==> src/rtl/msp_pkg.sv <==
// msp_pkg: constants, field widths, register codes and the microcode store
// for the motor speed pi controller. depends on nothing.
`timescale 1ns / 1ps

package msp_pkg;

   // encoder pulses per revolution, a power of two (16 .. 32768)
   localparam int PULSES_PER_REV = 2048;
   localparam int SPEED_SHIFT    = $clog2(PULSES_PER_REV);
   // 120 rpm per pulse-per-second times 16 for the 1/16 rpm scale
   localparam logic [15:0] SPEED_FACTOR = 16'd1920;

   localparam int PULSE_W = 16;
   localparam int ADC_W   = 10;
   localparam int GAIN_W  = 16;
   localparam int RPM_W   = 16;
   localparam int DUTY_W  = 8;
   localparam int FRAC_W  = 4;
   localparam int SPEED_W = RPM_W + FRAC_W;     // 1/16 rpm
   localparam int ERR_W   = SPEED_W + 1;        // signed difference
   localparam int ESUM_W  = 22;
   localparam int MUL_A_W = GAIN_W + 1;         // unsigned operand, sign bit added
   localparam int MUL_B_W = ESUM_W;
   localparam int PROD_W  = MUL_A_W + MUL_B_W;
   localparam int ACC_W   = PROD_W + 1;
   localparam int ACC_SHIFT = 20;               // q0.16 gain times 1/16 rpm

   localparam int CSR_ADDR_W = 3;
   localparam int CSR_DATA_W = 16;

   typedef enum logic [CSR_ADDR_W-1:0] {
      CSR_KP_GAIN        = 3'd0,
      CSR_KI_GAIN        = 3'd1,
      CSR_ADC_OFFSET     = 3'd2,
      CSR_REF_SLOPE      = 3'd3,
      CSR_RPM_FLOOR      = 3'd4,
      CSR_INTEGRAL_LIMIT = 3'd5
   } csr_index_type;

   typedef enum logic [1:0] {
      MA_FACTOR = 2'd0,
      MA_SLOPE  = 2'd1,
      MA_KP     = 2'd2,
      MA_KI     = 2'd3
   } mul_a_sel_type;

   typedef enum logic [1:0] {
      MB_PULSES    = 2'd0,
      MB_ADC_DIFF  = 2'd1,
      MB_ERROR     = 2'd2,
      MB_ERROR_SUM = 2'd3
   } mul_b_sel_type;

   localparam int STEP_W = 4;
   typedef logic [STEP_W-1:0] step_type;

   localparam step_type STEP_IDLE  = 4'd0;
   localparam step_type STEP_SPEED = 4'd1;
   localparam step_type STEP_AVG   = 4'd2;
   localparam step_type STEP_REF   = 4'd3;
   localparam step_type STEP_ERR   = 4'd4;
   localparam step_type STEP_KP    = 4'd5;
   localparam step_type STEP_KI    = 4'd6;
   localparam step_type STEP_INTEG = 4'd7;
   localparam step_type STEP_OUT   = 4'd8;

   typedef struct packed {
      mul_a_sel_type mul_a;
      mul_b_sel_type mul_b;
      logic          mul_en;
      logic          ld_avg;
      logic          ld_ref;
      logic          ld_err;
      logic          acc_ld;
      logic          acc_add;
      logic          ld_esum;
      logic          ld_out;
      logic          wait_req;
      logic          wait_rsp;
      logic          jump;
      step_type      target;
   } ctrl_word_type;

   function automatic ctrl_word_type ucode_rom(input step_type step);
      ctrl_word_type cw;
      cw = '0;
      unique case (step)
         STEP_IDLE: begin
            cw.wait_req = 1'b1;
         end
         STEP_SPEED: begin
            cw.mul_a  = MA_FACTOR;
            cw.mul_b  = MB_PULSES;
            cw.mul_en = 1'b1;
         end
         STEP_AVG: begin
            cw.ld_avg = 1'b1;
            cw.mul_a  = MA_SLOPE;
            cw.mul_b  = MB_ADC_DIFF;
            cw.mul_en = 1'b1;
         end
         STEP_REF: begin
            cw.ld_ref = 1'b1;
         end
         STEP_ERR: begin
            cw.ld_err = 1'b1;
         end
         STEP_KP: begin
            cw.mul_a  = MA_KP;
            cw.mul_b  = MB_ERROR;
            cw.mul_en = 1'b1;
         end
         STEP_KI: begin
            cw.acc_ld = 1'b1;
            cw.mul_a  = MA_KI;
            cw.mul_b  = MB_ERROR_SUM;
            cw.mul_en = 1'b1;
         end
         STEP_INTEG: begin
            cw.acc_add = 1'b1;
            cw.ld_esum = 1'b1;
         end
         STEP_OUT: begin
            cw.ld_out   = 1'b1;
            cw.wait_rsp = 1'b1;
            cw.jump     = 1'b1;
            cw.target   = STEP_IDLE;
         end
         default: begin
            cw.jump   = 1'b1;
            cw.target = STEP_IDLE;
         end
      endcase
      return cw;
   endfunction

endpackage

==> src/rtl/msp_ifc.sv <==
// msp_ifc: valid/ready channel interfaces for requests, responses and
// register writes. depends on msp_pkg for field widths.
`timescale 1ns / 1ps

interface msp_req_if;
   logic                       valid;
   logic                       ready;
   logic [msp_pkg::PULSE_W-1:0] pulse_count;
   logic [msp_pkg::ADC_W-1:0]   adc_sample;

   modport source (output valid, pulse_count, adc_sample, input ready);
   modport sink   (input valid, pulse_count, adc_sample, output ready);
endinterface

interface msp_rsp_if;
   logic                       valid;
   logic                       ready;
   logic [msp_pkg::DUTY_W-1:0] duty;
   logic [msp_pkg::RPM_W-1:0]  reference_rpm;
   logic [msp_pkg::RPM_W-1:0]  average_rpm;

   modport source (output valid, duty, reference_rpm, average_rpm, input ready);
   modport sink   (input valid, duty, reference_rpm, average_rpm, output ready);
endinterface

interface msp_csr_if;
   logic                           valid;
   logic                           ready;
   logic [msp_pkg::CSR_ADDR_W-1:0] index;
   logic [msp_pkg::CSR_DATA_W-1:0] data;

   modport source (output valid, index, data, input ready);
   modport sink   (input valid, index, data, output ready);
endinterface

==> src/rtl/motor_speed_pi_controller.sv <==
// motor_speed_pi_controller: pi speed loop with clamped integrator, run by a
// microcode sequencer over one shared multiplier.
// depends on msp_pkg and the channel interfaces in msp_ifc.
//
//   channel    dir   words                                   handshake
//   req_bus    in    pulse_count, adc_sample                 valid/ready
//   rsp_bus    out   duty, reference_rpm, average_rpm        valid/ready
//   csr_bus    in    index, data (register write)            valid/ready, always ready
//
// an accepted word passes through the microcode steps speed, average,
// reference, error, kp, ki, integrate and output to the response register,
// paced by the single 17x22 multiplier that is used four times in sequence.
// the idle step then takes the next word. a new word is taken in the cycle
// after the response register is loaded, while that response waits. a stalled
// response holds the sequencer at its output step. synchronous reset returns
// the step counter to idle, loads register defaults and clears speed and integrator.
`timescale 1ns / 1ps

module motor_speed_pi_controller (
   input  logic      clock,
   input  logic      reset,
   msp_req_if.sink   req_bus,
   msp_rsp_if.source rsp_bus,
   msp_csr_if.sink   csr_bus
);

   // configuration registers
   logic [msp_pkg::GAIN_W-1:0]     kp_gain_ff;
   logic [msp_pkg::GAIN_W-1:0]     ki_gain_ff;
   logic [msp_pkg::ADC_W-1:0]      adc_offset_ff;
   logic [msp_pkg::GAIN_W-1:0]     ref_slope_ff;
   logic [msp_pkg::RPM_W-1:0]      rpm_floor_ff;
   logic [msp_pkg::RPM_W-1:0]      integral_limit_ff;

   // sequencer
   msp_pkg::step_type              step_ff, step_in;
   msp_pkg::ctrl_word_type         cw;
   logic                           req_fire;
   logic                           rsp_free;
   logic                           hold;

   // datapath
   logic [msp_pkg::PULSE_W-1:0]    pulses_ff;
   logic [msp_pkg::ADC_W-1:0]      adc_ff;
   logic [msp_pkg::ADC_W-1:0]      adc_diff;
   logic signed [msp_pkg::MUL_A_W-1:0] mul_a;
   logic signed [msp_pkg::MUL_B_W-1:0] mul_b;
   logic signed [msp_pkg::PROD_W-1:0]  prod_ff, prod_in;
   logic [msp_pkg::PROD_W-1:0]     speed_wide;
   logic [msp_pkg::SPEED_W-1:0]    speed;
   logic [msp_pkg::SPEED_W:0]      avg_sum;
   logic [msp_pkg::SPEED_W-1:0]    prev_speed_ff;
   logic [msp_pkg::SPEED_W-1:0]    avg_ff;
   logic [msp_pkg::PROD_W-1:0]     ref_wide;
   logic [msp_pkg::SPEED_W-1:0]    ref_ff, ref_in;
   logic signed [msp_pkg::ERR_W-1:0]   err_ff, err_in;
   logic signed [msp_pkg::ACC_W-1:0]   acc_ff, acc_in;
   logic signed [msp_pkg::ESUM_W-1:0]  esum_ff, esum_in;
   logic signed [msp_pkg::ESUM_W:0]    esum_raw;
   logic signed [msp_pkg::ESUM_W:0]    lim_pos;
   logic signed [msp_pkg::ESUM_W:0]    lim_neg;
   logic [msp_pkg::DUTY_W-1:0]     duty_in;

   // response register
   logic                           rsp_valid_ff;
   logic [msp_pkg::DUTY_W-1:0]     duty_ff;
   logic [msp_pkg::RPM_W-1:0]      reference_rpm_ff;
   logic [msp_pkg::RPM_W-1:0]      average_rpm_ff;

   assign cw       = msp_pkg::ucode_rom(step_ff);
   assign req_fire = req_bus.valid && req_bus.ready;
   assign rsp_free = !rsp_valid_ff || rsp_bus.ready;
   assign hold     = (cw.wait_req && !req_fire) || (cw.wait_rsp && !rsp_free);

   assign req_bus.ready = cw.wait_req;
   assign csr_bus.ready = 1'b1;

   assign rsp_bus.valid         = rsp_valid_ff;
   assign rsp_bus.duty          = duty_ff;
   assign rsp_bus.reference_rpm = reference_rpm_ff;
   assign rsp_bus.average_rpm   = average_rpm_ff;

   always_comb begin
      if (hold) begin
         step_in = step_ff;
      end else if (cw.jump) begin
         step_in = cw.target;
      end else begin
         step_in = step_ff + msp_pkg::STEP_W'(1);
      end
   end

   // shared multiplier operands
   assign adc_diff = (adc_ff > adc_offset_ff) ? (adc_ff - adc_offset_ff) : '0;

   always_comb begin
      case (cw.mul_a)
         msp_pkg::MA_FACTOR: mul_a = $signed({1'b0, msp_pkg::SPEED_FACTOR});
         msp_pkg::MA_SLOPE:  mul_a = $signed({1'b0, ref_slope_ff});
         msp_pkg::MA_KP:     mul_a = $signed({1'b0, kp_gain_ff});
         default:            mul_a = $signed({1'b0, ki_gain_ff});
      endcase
      case (cw.mul_b)
         msp_pkg::MB_PULSES:
            mul_b = $signed({{(msp_pkg::MUL_B_W-msp_pkg::PULSE_W){1'b0}}, pulses_ff});
         msp_pkg::MB_ADC_DIFF:
            mul_b = $signed({{(msp_pkg::MUL_B_W-msp_pkg::ADC_W){1'b0}}, adc_diff});
         msp_pkg::MB_ERROR:
            mul_b = {{(msp_pkg::MUL_B_W-msp_pkg::ERR_W){err_ff[msp_pkg::ERR_W-1]}}, err_ff};
         default:
            mul_b = esum_ff;
      endcase
   end

   assign prod_in = mul_a * mul_b;

   // measured speed and two-period average
   assign speed_wide = $unsigned(prod_ff) >> msp_pkg::SPEED_SHIFT;
   assign speed = (|speed_wide[msp_pkg::PROD_W-1:msp_pkg::SPEED_W]) ?
                  '1 : speed_wide[msp_pkg::SPEED_W-1:0];
   assign avg_sum = {1'b0, speed} + {1'b0, prev_speed_ff};

   // reference: floor plus slope term, saturated to the speed range
   assign ref_wide = {{(msp_pkg::PROD_W-msp_pkg::SPEED_W){1'b0}}, rpm_floor_ff,
                      {msp_pkg::FRAC_W{1'b0}}}
                   + ($unsigned(prod_ff) >> msp_pkg::FRAC_W);
   assign ref_in = (|ref_wide[msp_pkg::PROD_W-1:msp_pkg::SPEED_W]) ?
                   '1 : ref_wide[msp_pkg::SPEED_W-1:0];

   assign err_in = $signed({1'b0, ref_ff}) - $signed({1'b0, avg_ff});

   always_comb begin
      acc_in = acc_ff;
      if (cw.acc_ld) begin
         acc_in = msp_pkg::ACC_W'(prod_ff);
      end else if (cw.acc_add) begin
         acc_in = acc_ff + msp_pkg::ACC_W'(prod_ff);
      end
   end

   // integrator with symmetric clamp
   assign esum_raw = $signed({esum_ff[msp_pkg::ESUM_W-1], esum_ff})
                   + (msp_pkg::ESUM_W+1)'(err_ff);
   assign lim_pos  = $signed({{(msp_pkg::ESUM_W+1-msp_pkg::SPEED_W){1'b0}},
                              integral_limit_ff, {msp_pkg::FRAC_W{1'b0}}});
   assign lim_neg  = -lim_pos;

   always_comb begin
      if (esum_raw > lim_pos) begin
         esum_in = lim_pos[msp_pkg::ESUM_W-1:0];
      end else if (esum_raw < lim_neg) begin
         esum_in = lim_neg[msp_pkg::ESUM_W-1:0];
      end else begin
         esum_in = esum_raw[msp_pkg::ESUM_W-1:0];
      end
   end

   // duty: negative gives zero, otherwise floor saturated at full scale
   always_comb begin
      if (acc_ff[msp_pkg::ACC_W-1]) begin
         duty_in = '0;
      end else if (|acc_ff[msp_pkg::ACC_W-2:msp_pkg::ACC_SHIFT+msp_pkg::DUTY_W]) begin
         duty_in = '1;
      end else begin
         duty_in = acc_ff[msp_pkg::ACC_SHIFT+msp_pkg::DUTY_W-1:msp_pkg::ACC_SHIFT];
      end
   end

   // control state and configuration
   always_ff @(posedge clock) begin
      if (reset) begin
         step_ff           <= msp_pkg::STEP_IDLE;
         rsp_valid_ff      <= 1'b0;
         prev_speed_ff     <= '0;
         esum_ff           <= '0;
         kp_gain_ff        <= 16'd4588;
         ki_gain_ff        <= 16'd2458;
         adc_offset_ff     <= 10'd600;
         ref_slope_ff      <= 16'd1210;
         rpm_floor_ff      <= 16'd1000;
         integral_limit_ff <= 16'd5000;
      end else begin
         step_ff <= step_in;
         if (cw.ld_out && rsp_free) begin
            rsp_valid_ff <= 1'b1;
         end else if (rsp_bus.ready) begin
            rsp_valid_ff <= 1'b0;
         end
         if (cw.ld_avg) begin
            prev_speed_ff <= speed;
         end
         if (cw.ld_esum) begin
            esum_ff <= esum_in;
         end
         if (csr_bus.valid && csr_bus.ready) begin
            case (csr_bus.index)
               msp_pkg::CSR_KP_GAIN:        kp_gain_ff        <= csr_bus.data;
               msp_pkg::CSR_KI_GAIN:        ki_gain_ff        <= csr_bus.data;
               msp_pkg::CSR_ADC_OFFSET:     adc_offset_ff     <= csr_bus.data[msp_pkg::ADC_W-1:0];
               msp_pkg::CSR_REF_SLOPE:      ref_slope_ff      <= csr_bus.data;
               msp_pkg::CSR_RPM_FLOOR:      rpm_floor_ff      <= csr_bus.data;
               msp_pkg::CSR_INTEGRAL_LIMIT: integral_limit_ff <= csr_bus.data;
               default: ;
            endcase
         end
      end
   end

   // payload registers
   always_ff @(posedge clock) begin
      if (req_fire) begin
         pulses_ff <= req_bus.pulse_count;
         adc_ff    <= req_bus.adc_sample;
      end
      if (cw.mul_en) begin
         prod_ff <= prod_in;
      end
      if (cw.ld_avg) begin
         avg_ff <= avg_sum[msp_pkg::SPEED_W:1];
      end
      if (cw.ld_ref) begin
         ref_ff <= ref_in;
      end
      if (cw.ld_err) begin
         err_ff <= err_in;
      end
      acc_ff <= acc_in;
      if (cw.ld_out && rsp_free) begin
         duty_ff          <= duty_in;
         reference_rpm_ff <= ref_ff[msp_pkg::SPEED_W-1:msp_pkg::FRAC_W];
         average_rpm_ff   <= avg_ff[msp_pkg::SPEED_W-1:msp_pkg::FRAC_W];
      end
   end

   // an accepted word starts the program at its first step
   a_start: assert property (@(posedge clock) disable iff (reset)
      req_fire |=> step_ff == msp_pkg::STEP_SPEED)
      else $error("sequencer did not start after request");

   // a pending response is never overwritten
   a_no_overwrite: assert property (@(posedge clock) disable iff (reset)
      (step_ff == msp_pkg::STEP_OUT && rsp_valid_ff && !rsp_bus.ready)
      |=> step_ff == msp_pkg::STEP_OUT && $stable(duty_ff))
      else $error("response register overwritten while stalled");

   // integrator stays inside its limit after an update
   a_esum_clamp: assert property (@(posedge clock) disable iff (reset)
      step_ff == msp_pkg::STEP_INTEG |=>
      (esum_ff <= lim_pos) && (esum_ff >= lim_neg))
      else $error("integrator outside its clamp");

   // a response appears only from the output step
   a_rsp_source: assert property (@(posedge clock) disable iff (reset)
      $rose(rsp_valid_ff) |-> $past(step_ff) == msp_pkg::STEP_OUT)
      else $error("response raised outside the output step");

endmodule
==> src/flat_wrapper.sv <==
// flat-port wrapper written by rule: the top's interface ports become plain ports
module motor_speed_pi_controller_flat 
  (clock, reset, req_bus_valid, req_bus_pulse_count, req_bus_adc_sample, req_bus_ready, rsp_bus_valid, rsp_bus_duty, rsp_bus_reference_rpm, rsp_bus_average_rpm, rsp_bus_ready, csr_bus_valid, csr_bus_index, csr_bus_data, csr_bus_ready);
  msp_req_if req_bus_i ();
  msp_rsp_if rsp_bus_i ();
  msp_csr_if csr_bus_i ();
  input  logic clock;
  input  logic reset;
  input wire logic [$bits(req_bus_i.valid)-1:0] req_bus_valid;
  input wire logic [$bits(req_bus_i.pulse_count)-1:0] req_bus_pulse_count;
  input wire logic [$bits(req_bus_i.adc_sample)-1:0] req_bus_adc_sample;
  output wire logic [$bits(req_bus_i.ready)-1:0] req_bus_ready;
  output wire logic [$bits(rsp_bus_i.valid)-1:0] rsp_bus_valid;
  output wire logic [$bits(rsp_bus_i.duty)-1:0] rsp_bus_duty;
  output wire logic [$bits(rsp_bus_i.reference_rpm)-1:0] rsp_bus_reference_rpm;
  output wire logic [$bits(rsp_bus_i.average_rpm)-1:0] rsp_bus_average_rpm;
  input wire logic [$bits(rsp_bus_i.ready)-1:0] rsp_bus_ready;
  input wire logic [$bits(csr_bus_i.valid)-1:0] csr_bus_valid;
  input wire logic [$bits(csr_bus_i.index)-1:0] csr_bus_index;
  input wire logic [$bits(csr_bus_i.data)-1:0] csr_bus_data;
  output wire logic [$bits(csr_bus_i.ready)-1:0] csr_bus_ready;
  assign req_bus_i.valid = req_bus_valid;
  assign req_bus_i.pulse_count = req_bus_pulse_count;
  assign req_bus_i.adc_sample = req_bus_adc_sample;
  assign req_bus_ready = req_bus_i.ready;
  assign rsp_bus_valid = rsp_bus_i.valid;
  assign rsp_bus_duty = rsp_bus_i.duty;
  assign rsp_bus_reference_rpm = rsp_bus_i.reference_rpm;
  assign rsp_bus_average_rpm = rsp_bus_i.average_rpm;
  assign rsp_bus_i.ready = rsp_bus_ready;
  assign csr_bus_i.valid = csr_bus_valid;
  assign csr_bus_i.index = csr_bus_index;
  assign csr_bus_i.data = csr_bus_data;
  assign csr_bus_ready = csr_bus_i.ready;
  motor_speed_pi_controller u_core (.clock(clock), .reset(reset), .req_bus(req_bus_i), .rsp_bus(rsp_bus_i), .csr_bus(csr_bus_i));
endmodule
==> config.mk <==
export PLATFORM = sky130hd
export DESIGN_NAME = motor_speed_pi_controller_flat
export DESIGN_NICKNAME = d
export VERILOG_FILES = /design/src/rtl/msp_pkg.sv /design/src/rtl/msp_ifc.sv /design/src/rtl/motor_speed_pi_controller.sv /design/src/flat_wrapper.sv
export SDC_FILE = /design/constraint.sdc
export NUM_CORES = 2
export LEC_CHECK = 0
export ABC_AREA = 1
export BUFFER_PORTS_ARGS = -buffer_cell sky130_fd_sc_hd__buf_2
export CAP_MARGIN = 15
export CORE_UTILIZATION = 55
export DETAILED_ROUTE_END_ITERATION = 16
export GPL_TIMING_DRIVEN = 0
export PLACE_DENSITY_LB_ADDON = 0.1
export REMOVE_ABC_BUFFERS = 1
export SYNTH_ARGS = -nofsm -noshare
export SYNTH_HDL_FRONTEND = slang
export SYNTH_SLANG_ARGS = --single-unit
==> constraint.sdc <==
create_clock -name clock -period 8.4 [get_ports clock]
set_input_delay 2.1 -clock clock [delete_from_list [all_inputs] [get_ports clock]]
set_output_delay 2.1 -clock clock [all_outputs]
set_load 0.005 [all_outputs]
---- Word-level counts from Yosys, hierarchy flattened ----
Cells that the tools add are included.
W data, S select, Z words.
word-level totals
  register bits after elaboration ......... 343
  input port bits ......................... 50
  output and inout port bits .............. 43
operators by class
  add/sub/neg operators ................... 8
  $mul .................................... 1
  order comparisons ....................... 3
  eq/ne operators ......................... 17
  multiplexer cells ....................... 21
  reduce and logical (&&, ||, !) cells .... 25
operators by type and width
  operator              number
  $mux W40              2
  $pmux W22 S3          1
  $pmux W16 S3          1
  $mux W22              2
  $add A40 B39 Y40      1
  $mul A17 B22 Y39      1
  $add A20 B35 Y36      1
  $add A22 B21 Y23      1
  $gt A23 B21 Y1        1
  $lt A23 B23 Y1        1
  $neg A20 Y23          1
  $add A20 B20 Y21      1
  $sub A20 B20 Y21      1
  $mux W20              1
  $pmux W5 S4           1
  $reduce_or A19 Y1     1
  $eq A4 B3 Y1 const B  4
  $reduce_or A8 Y1      2
  $reduce_and A2 Y1     6
  $reduce_or A11 Y1     1
  $gt A10 B10 Y1        1
  $mux W10              1
  $sub A10 B10 Y10      1
  $eq A4 B2 Y1 const B  2
  20 further kinds      39

---- Depth between registers and ports, before layout ----
  depth in word-level cells ............... 6
  mapped depth ............................ 43
  depth with buffers taken out ............ 42

---- Worst setup path after synthesis ----
No wires, ideal clock.
  path kind ............................... flip-flop to flip-flop
  start point ............................. register u_core.adc_ff[0] in the netlist's numbering
  end point ............................... register u_core.prod_ff[27] in the netlist's numbering (data pin)
  library setup time ...................... 259 ps
  data arrival time ....................... 6633 ps
  setup slack ............................. 1508 ps
  stages on the path, launching flop included .. 40
  buffers on the path ..................... 0
  clock period less this slack ............ 6892 ps
  cells stage by stage .................... edfxtp_1 > inv_1 > ha_1 > inv_1 > fa_1 > nand3_1 > nand2_1 > nand4_1 > nand3_1 > nand2_1 > nand2_1 > nand2_1 > nand2_1 > nand3_2 > inv_1 > nand2_1 > nand4_1 > o21ai_2 > [4 not listed] > fa_1 > fa_1 > inv_1 > fa_1 > inv_1 > fa_1 > inv_1 > ha_1 > a21oi_1 > o21ai_0 > a21o_1 > a31oi_1 > o21ai_0 > nand2_1 > nand2_1 > nand2_1 > nand2_1 > xor2_1
on the way
  word-level cells in the longest chain between the ends .. 4
  elaborated cells on any way between the ends .. 5
  classes of those cells .................. add/sub (1); mul (1); order compare (1); mux (2)
RTL lines
  element                                             line                              RTL
  from (decl)                                         motor_speed_pi_controller.sv:44   logic [msp_pkg::ADC_W-1:0] adc_ff;
  from (signal assigned)                              motor_speed_pi_controller.sv:213  adc_ff <= req_bus.adc_sample;
  $sub A10 B10 Y10 or $gt A10 B10 Y1 (tied branches)  motor_speed_pi_controller.sv:94   assign adc_diff = (adc_ff > adc_offset_ff) ? (adc_ff - adc_offset_ff) : '0;
  $mux W10 (*)                                        motor_speed_pi_controller.sv:94
  $pmux W22 S3 (*)                                    motor_speed_pi_controller.sv:103  case (cw.mul_b)
  $mul A17 B22 Y39 (*)                                motor_speed_pi_controller.sv:115  assign prod_in = mul_a * mul_b;
  named net u_core.prod_in (one bit)                  motor_speed_pi_controller.sv:48   logic signed [msp_pkg::PROD_W-1:0] prod_ff, prod_in;
  to (signal assigned)                                motor_speed_pi_controller.sv:216  prod_ff <= prod_in;
  to (decl)                                           motor_speed_pi_controller.sv:48
The timed path passes the listed nets; every way through them passes the cells marked *.
A chain may end at the register's enable or synchronous reset.

---- Final worst setup path ----
  start point ............................. register u_core.step_ff[0]
  end point ............................... register u_core.prod_ff[35] in the netlist's numbering (data pin)
on the way
  word-level cells in the longest chain between the ends .. 5
  elaborated cells on any way between the ends .. 14
  classes of those cells .................. mul (1); eq/ne (8); mux (3); reduce/logical (2)
RTL lines
  element                                       line                                                               RTL
  from (decl)                                   motor_speed_pi_controller.sv:36                                    msp_pkg::step_type step_ff, step_in;
  from (signal assigned)                        motor_speed_pi_controller.sv:172                                   step_ff <= msp_pkg::STEP_IDLE;
  from (signal assigned)                        motor_speed_pi_controller.sv:183                                   step_ff <= step_in;
  $eq A4 B3 Y1 (tied with other cells)          msp_pkg.sv:87                                                      unique case (step)
  $pmux W5 S4 (*)                               msp_pkg.sv:87
  $eq A2 B2 Y1 (tied with other cells)          motor_speed_pi_controller.sv:97                                    case (cw.mul_a)
  $pmux W16 S3 or $pmux W22 S3 (tied branches)  motor_speed_pi_controller.sv:97, motor_speed_pi_controller.sv:103
  $mul A17 B22 Y39 (*)                          motor_speed_pi_controller.sv:115
  named net u_core.prod_in (one bit)            motor_speed_pi_controller.sv:48
Marks and branches as above.

==> parameters.txt <==
Parameter                              Value

Run status
  Run status ... completed

Detailed routing
  Wire length on met1 ... 44000 um
  DR DRC count ... 0
  Max Used Layer ... met5
  Sum of met2 wire segment lengths after detailed routing ... 47300 um
  Number of iterations in the first detailed-routing pass ... 6
  Antenna viol nets, final ... 0
  Initial DRC count ... 2470
  Detailed-route via count ... 29400
  Wirelength per Cell ... 19.9 um
  Total met3 wirelength after detailed routing ... 9020 um
  Final Routed Wirelength ... 105000 um
  Detailed-route vias per instance ... 5.61

Yosys
  Ys async rst share ... 0%
  Post-Synth Simple-Gate Area ... 18.4%
  Total standard cell area after synthesis ... 34800 um^2
  Mapped Cells ... 4252
  Multiplexer area fraction after synthesis ... 0%
  Number of register bits inferred by synthesis ... 343
  Count of flip-flops with a built-in enable after synthesis ... 206
  YS warnings ... 0
  Share of the yosys chip area belonging to registers ... 25.7%
  Dominant register cell in the synthesized netlist ... sky130_fd_sc_hd__edfxtp_1
  Post-synthesis share of cell area spent on xor and xnor gates ... 3.70%
  Mean area per synthesized cell ... 8.18 um^2
  Dominant combinational cell family by area after synthesis ... adder cells
  Compound-cell area share of the yosys netlist ... 12.0%
  Distinct cell type count of the synthesized netlist ... 64
  Post-synthesis share of cell area spent on full adders, half adders and majority gates ... 29.9%

Clock tree
  TritonCTS clock tree ... done
  Master cell of the clock root buffer ... sky130_fd_sc_hd__clkbuf_16
  CTS HTree Levels ... 2
  Maximum clock insertion buffer count ... 3
  Clock insertion delay at the later pin of the skew report ... 600 ps
  Inserted Clock Buffers ... 40
  Clock slew at reported path FFs ... 60 ps
  Sink Count ... 343

Setup path
  Launch point of the worst reg-to-reg path ... u_core.step_ff[0]
  Data arrival time of the critical path ... 8350 ps
  Peak fanout along the critical path ... 44
  Cell with the biggest individual delay on the critical path ... sky130_fd_sc_hd__fa_1
  R2R Setup Slk ... 390 ps
  Cell type group with the largest total delay on the critical path ... adder cells
  Critical Path Source Type ... register
  CP most frequent cell ... sky130_fd_sc_hd__fa_1
  Buffer and inverter count on the worst path ... 9
  FF-to-FF path depth ... 32
  Worst EP required ... 8740 ps
  Worst reg2reg path endpoint ... u_core.prod_ff[35]
  Delay of the slowest critical-path stage ... 560 ps
  Crit Path Category ... register to register
  Kind of capture point of the worst setup path ... register
  Critical path endpoint ... u_core.prod_ff[35]
  Critical path depth ... 32
  Startpoint of the worst setup timing path ... u_core.step_ff[0]

Hold path
  Path type of the worst min-delay path ... register to register

Global routing
  GRT overflow ... 0
  Overall routing resource usage ... 32.9%
  Wire length of the first global-routing pass ... 160000 um
  Maximum number of pins on one net before global-route repair ... 66
  Antenna violations before repair ... 3
  Via count of the first global-routing pass ... 28200

Placed design
  Port-buffer cells ... 91
  Detail Placement HPWL ... 81200 um
  RePlAce Congestion ... 0.982

STA
  Final count of pins violating max slew ... 0
  Layout Skew ... 37.5 ps
  Max-slew headroom at the worst pin ... 14.9%
  Worst hold slack ... 451 ps
  Worst Max-Slew Pin Slew ... 1270 ps
  Period Utilization, post-route ... 95.4%
  Minimum clock period after layout ... 8010 ps
  Number of endpoints failing setup at the final stage ... 0
  FMAX ... 125 MHz
  Count of endpoints failing hold in the final timing report ... 0

Finish
  Number of nets in the layout ... 5041
  Most frequent standard cell in the layout excluding fill and tap cells ... sky130_fd_sc_hd__inv_1
  Area Growth Syn to Fin ... 10.5%
  Fraction of final layout cells with drive strength greater than 1 ... 8.83%
  Most used cells in the layout excluding fill and tap cells ... 767 x sky130_fd_sc_hd__inv_1, 750 x sky130_fd_sc_hd__nand2_1, 453 x sky130_fd_sc_hd__nor2_1, 354 x sky130_fd_sc_hd__fa_1, 262 x sky130_fd_sc_hd__ha_1

Floorplan
  Core area ... 62100 um^2
  Die width ... 254 um
  Area of the die ... 64300 um^2
  Die Height ... 254 um
  Initial Util ... 56.1%
  Io pins ... 93
  FP Rows ... 91

Job
  Maxcap violations ... 0
[cells in the mapped netlist, types with 51 or more instances]
cell                       instances  area share (%)
sky130_fd_sc_hd__fa_1            355              20
sky130_fd_sc_hd__nand3_1         173             2.5
sky130_fd_sc_hd__nor2_1          462             5.0
sky130_fd_sc_hd__edfxtp_1        206              18
sky130_fd_sc_hd__xnor2_1          51             1.3
sky130_fd_sc_hd__nand2_1         752             8.1
sky130_fd_sc_hd__ha_1            263             9.5
sky130_fd_sc_hd__inv_1           772             8.3
sky130_fd_sc_hd__xor2_1           96             2.4
sky130_fd_sc_hd__o21ai_0         260             3.7
sky130_fd_sc_hd__dfxtp_1         137             7.9
sky130_fd_sc_hd__a21oi_1         246             3.5
[registers in the layout (all words and copies together), names as in the netlist, 16 cells and up]
register	flops
u_core.kp_gain_ff	16
u_core.avg_ff	20
u_core.ref_ff	20
u_core.rpm_floor_ff	16
u_core.err_ff	21
u_core.rsp_bus.average_rpm	16
u_core.rsp_bus.reference_rpm	16
u_core.acc_ff	40
u_core.prev_speed_ff	20
u_core.pulses_ff	16
u_core.esum_ff	22
u_core.prod_ff	39
u_core.integral_limit_ff	16
u_core.ki_gain_ff	16
u_core.ref_slope_ff	16
[per-stage QoR]
stage	instance area, um^2	std cells	utilization (%)	setup slack [ps]	TNS (ps)
after floorplan	34300	4160	-	428	0
after global placement	35800	5088	57.7	-1950	-40930
after detailed placement	36100	5107	58.2	-1110	-16780
after CTS	38000	5206	61.2	10.2	0
after global routing	38400	5240	61.9	-22.9	-51.1
final	38400	5241	61.9	387	0
[layer usage]
| metal | vias up | track usage, % |
|---|---|---|
| li1 | 13900 | - |
| met1 | 14200 | 44.8 |
| met2 | 1151 | 52.6 |
| met3 | 229 | 5.73 |
| met4 | 4 | 11.7 |
| met5 | - | 0 |
[cell families after synthesis]
group | after synthesis
simple gates | 1532
buf+inv | 902
compound gates | 709
fa+ha+maj | 618
flops | 343
xor+xnor | 147
other cells | 1
[repair_timing]
item,CTS,global route
gates resized for setup,33,38
hold buffers,0,0
endpoints found under the setup margin,26,19
gates cloned,5,0
pin swaps,12,11
setup buffers,22,33
[layout make-up]
type / instances / area [um^2]
Tap cell: 837 / 1050
Fill cell: 5604 / 23600
Antenna cell: 1 / 2.50
Timing Repair inverter: 1 / 5.00
Clock buffer: 48 / 1070
Inverter: 810 / 3120
Sequential cell: 343 / 8930
Timing Repair Buffer: 167 / 1310
Clock inverter: 24 / 338
Multi-Input combinational cell: 3010 / 22600
[how the worst min path moves through the flow]
stage,cells after the start,end,startpoint
after detailed placement,0,u_core.rsp_bus.average_rpm[8],u_core.avg_ff[12]
after CTS,0,u_core.rsp_bus.average_rpm[8],u_core.avg_ff[12]
after floorplan,0,u_core.rsp_bus.average_rpm[0],u_core.avg_ff[4]
after global placement,0,u_core.rsp_bus.reference_rpm[4],u_core.ref_ff[8]
after global routing,0,u_core.rsp_bus.average_rpm[8],u_core.avg_ff[12]
final,0,u_core.rsp_bus.average_rpm[8],u_core.avg_ff[12]
[worst reg2reg max path: cells and delay by family, from the launching register on]
family,cells,cell delay (ps)
and+or+nand+nor,7,1380
buffers and inverters,9,1070
DFF,1,350
adders and majority gates,8,3680
AOI/OAI and AO/OA,8,1320
Power is not shown: default switching activity piles up to over one toggle a cycle in this logic, so the estimate is an artifact.
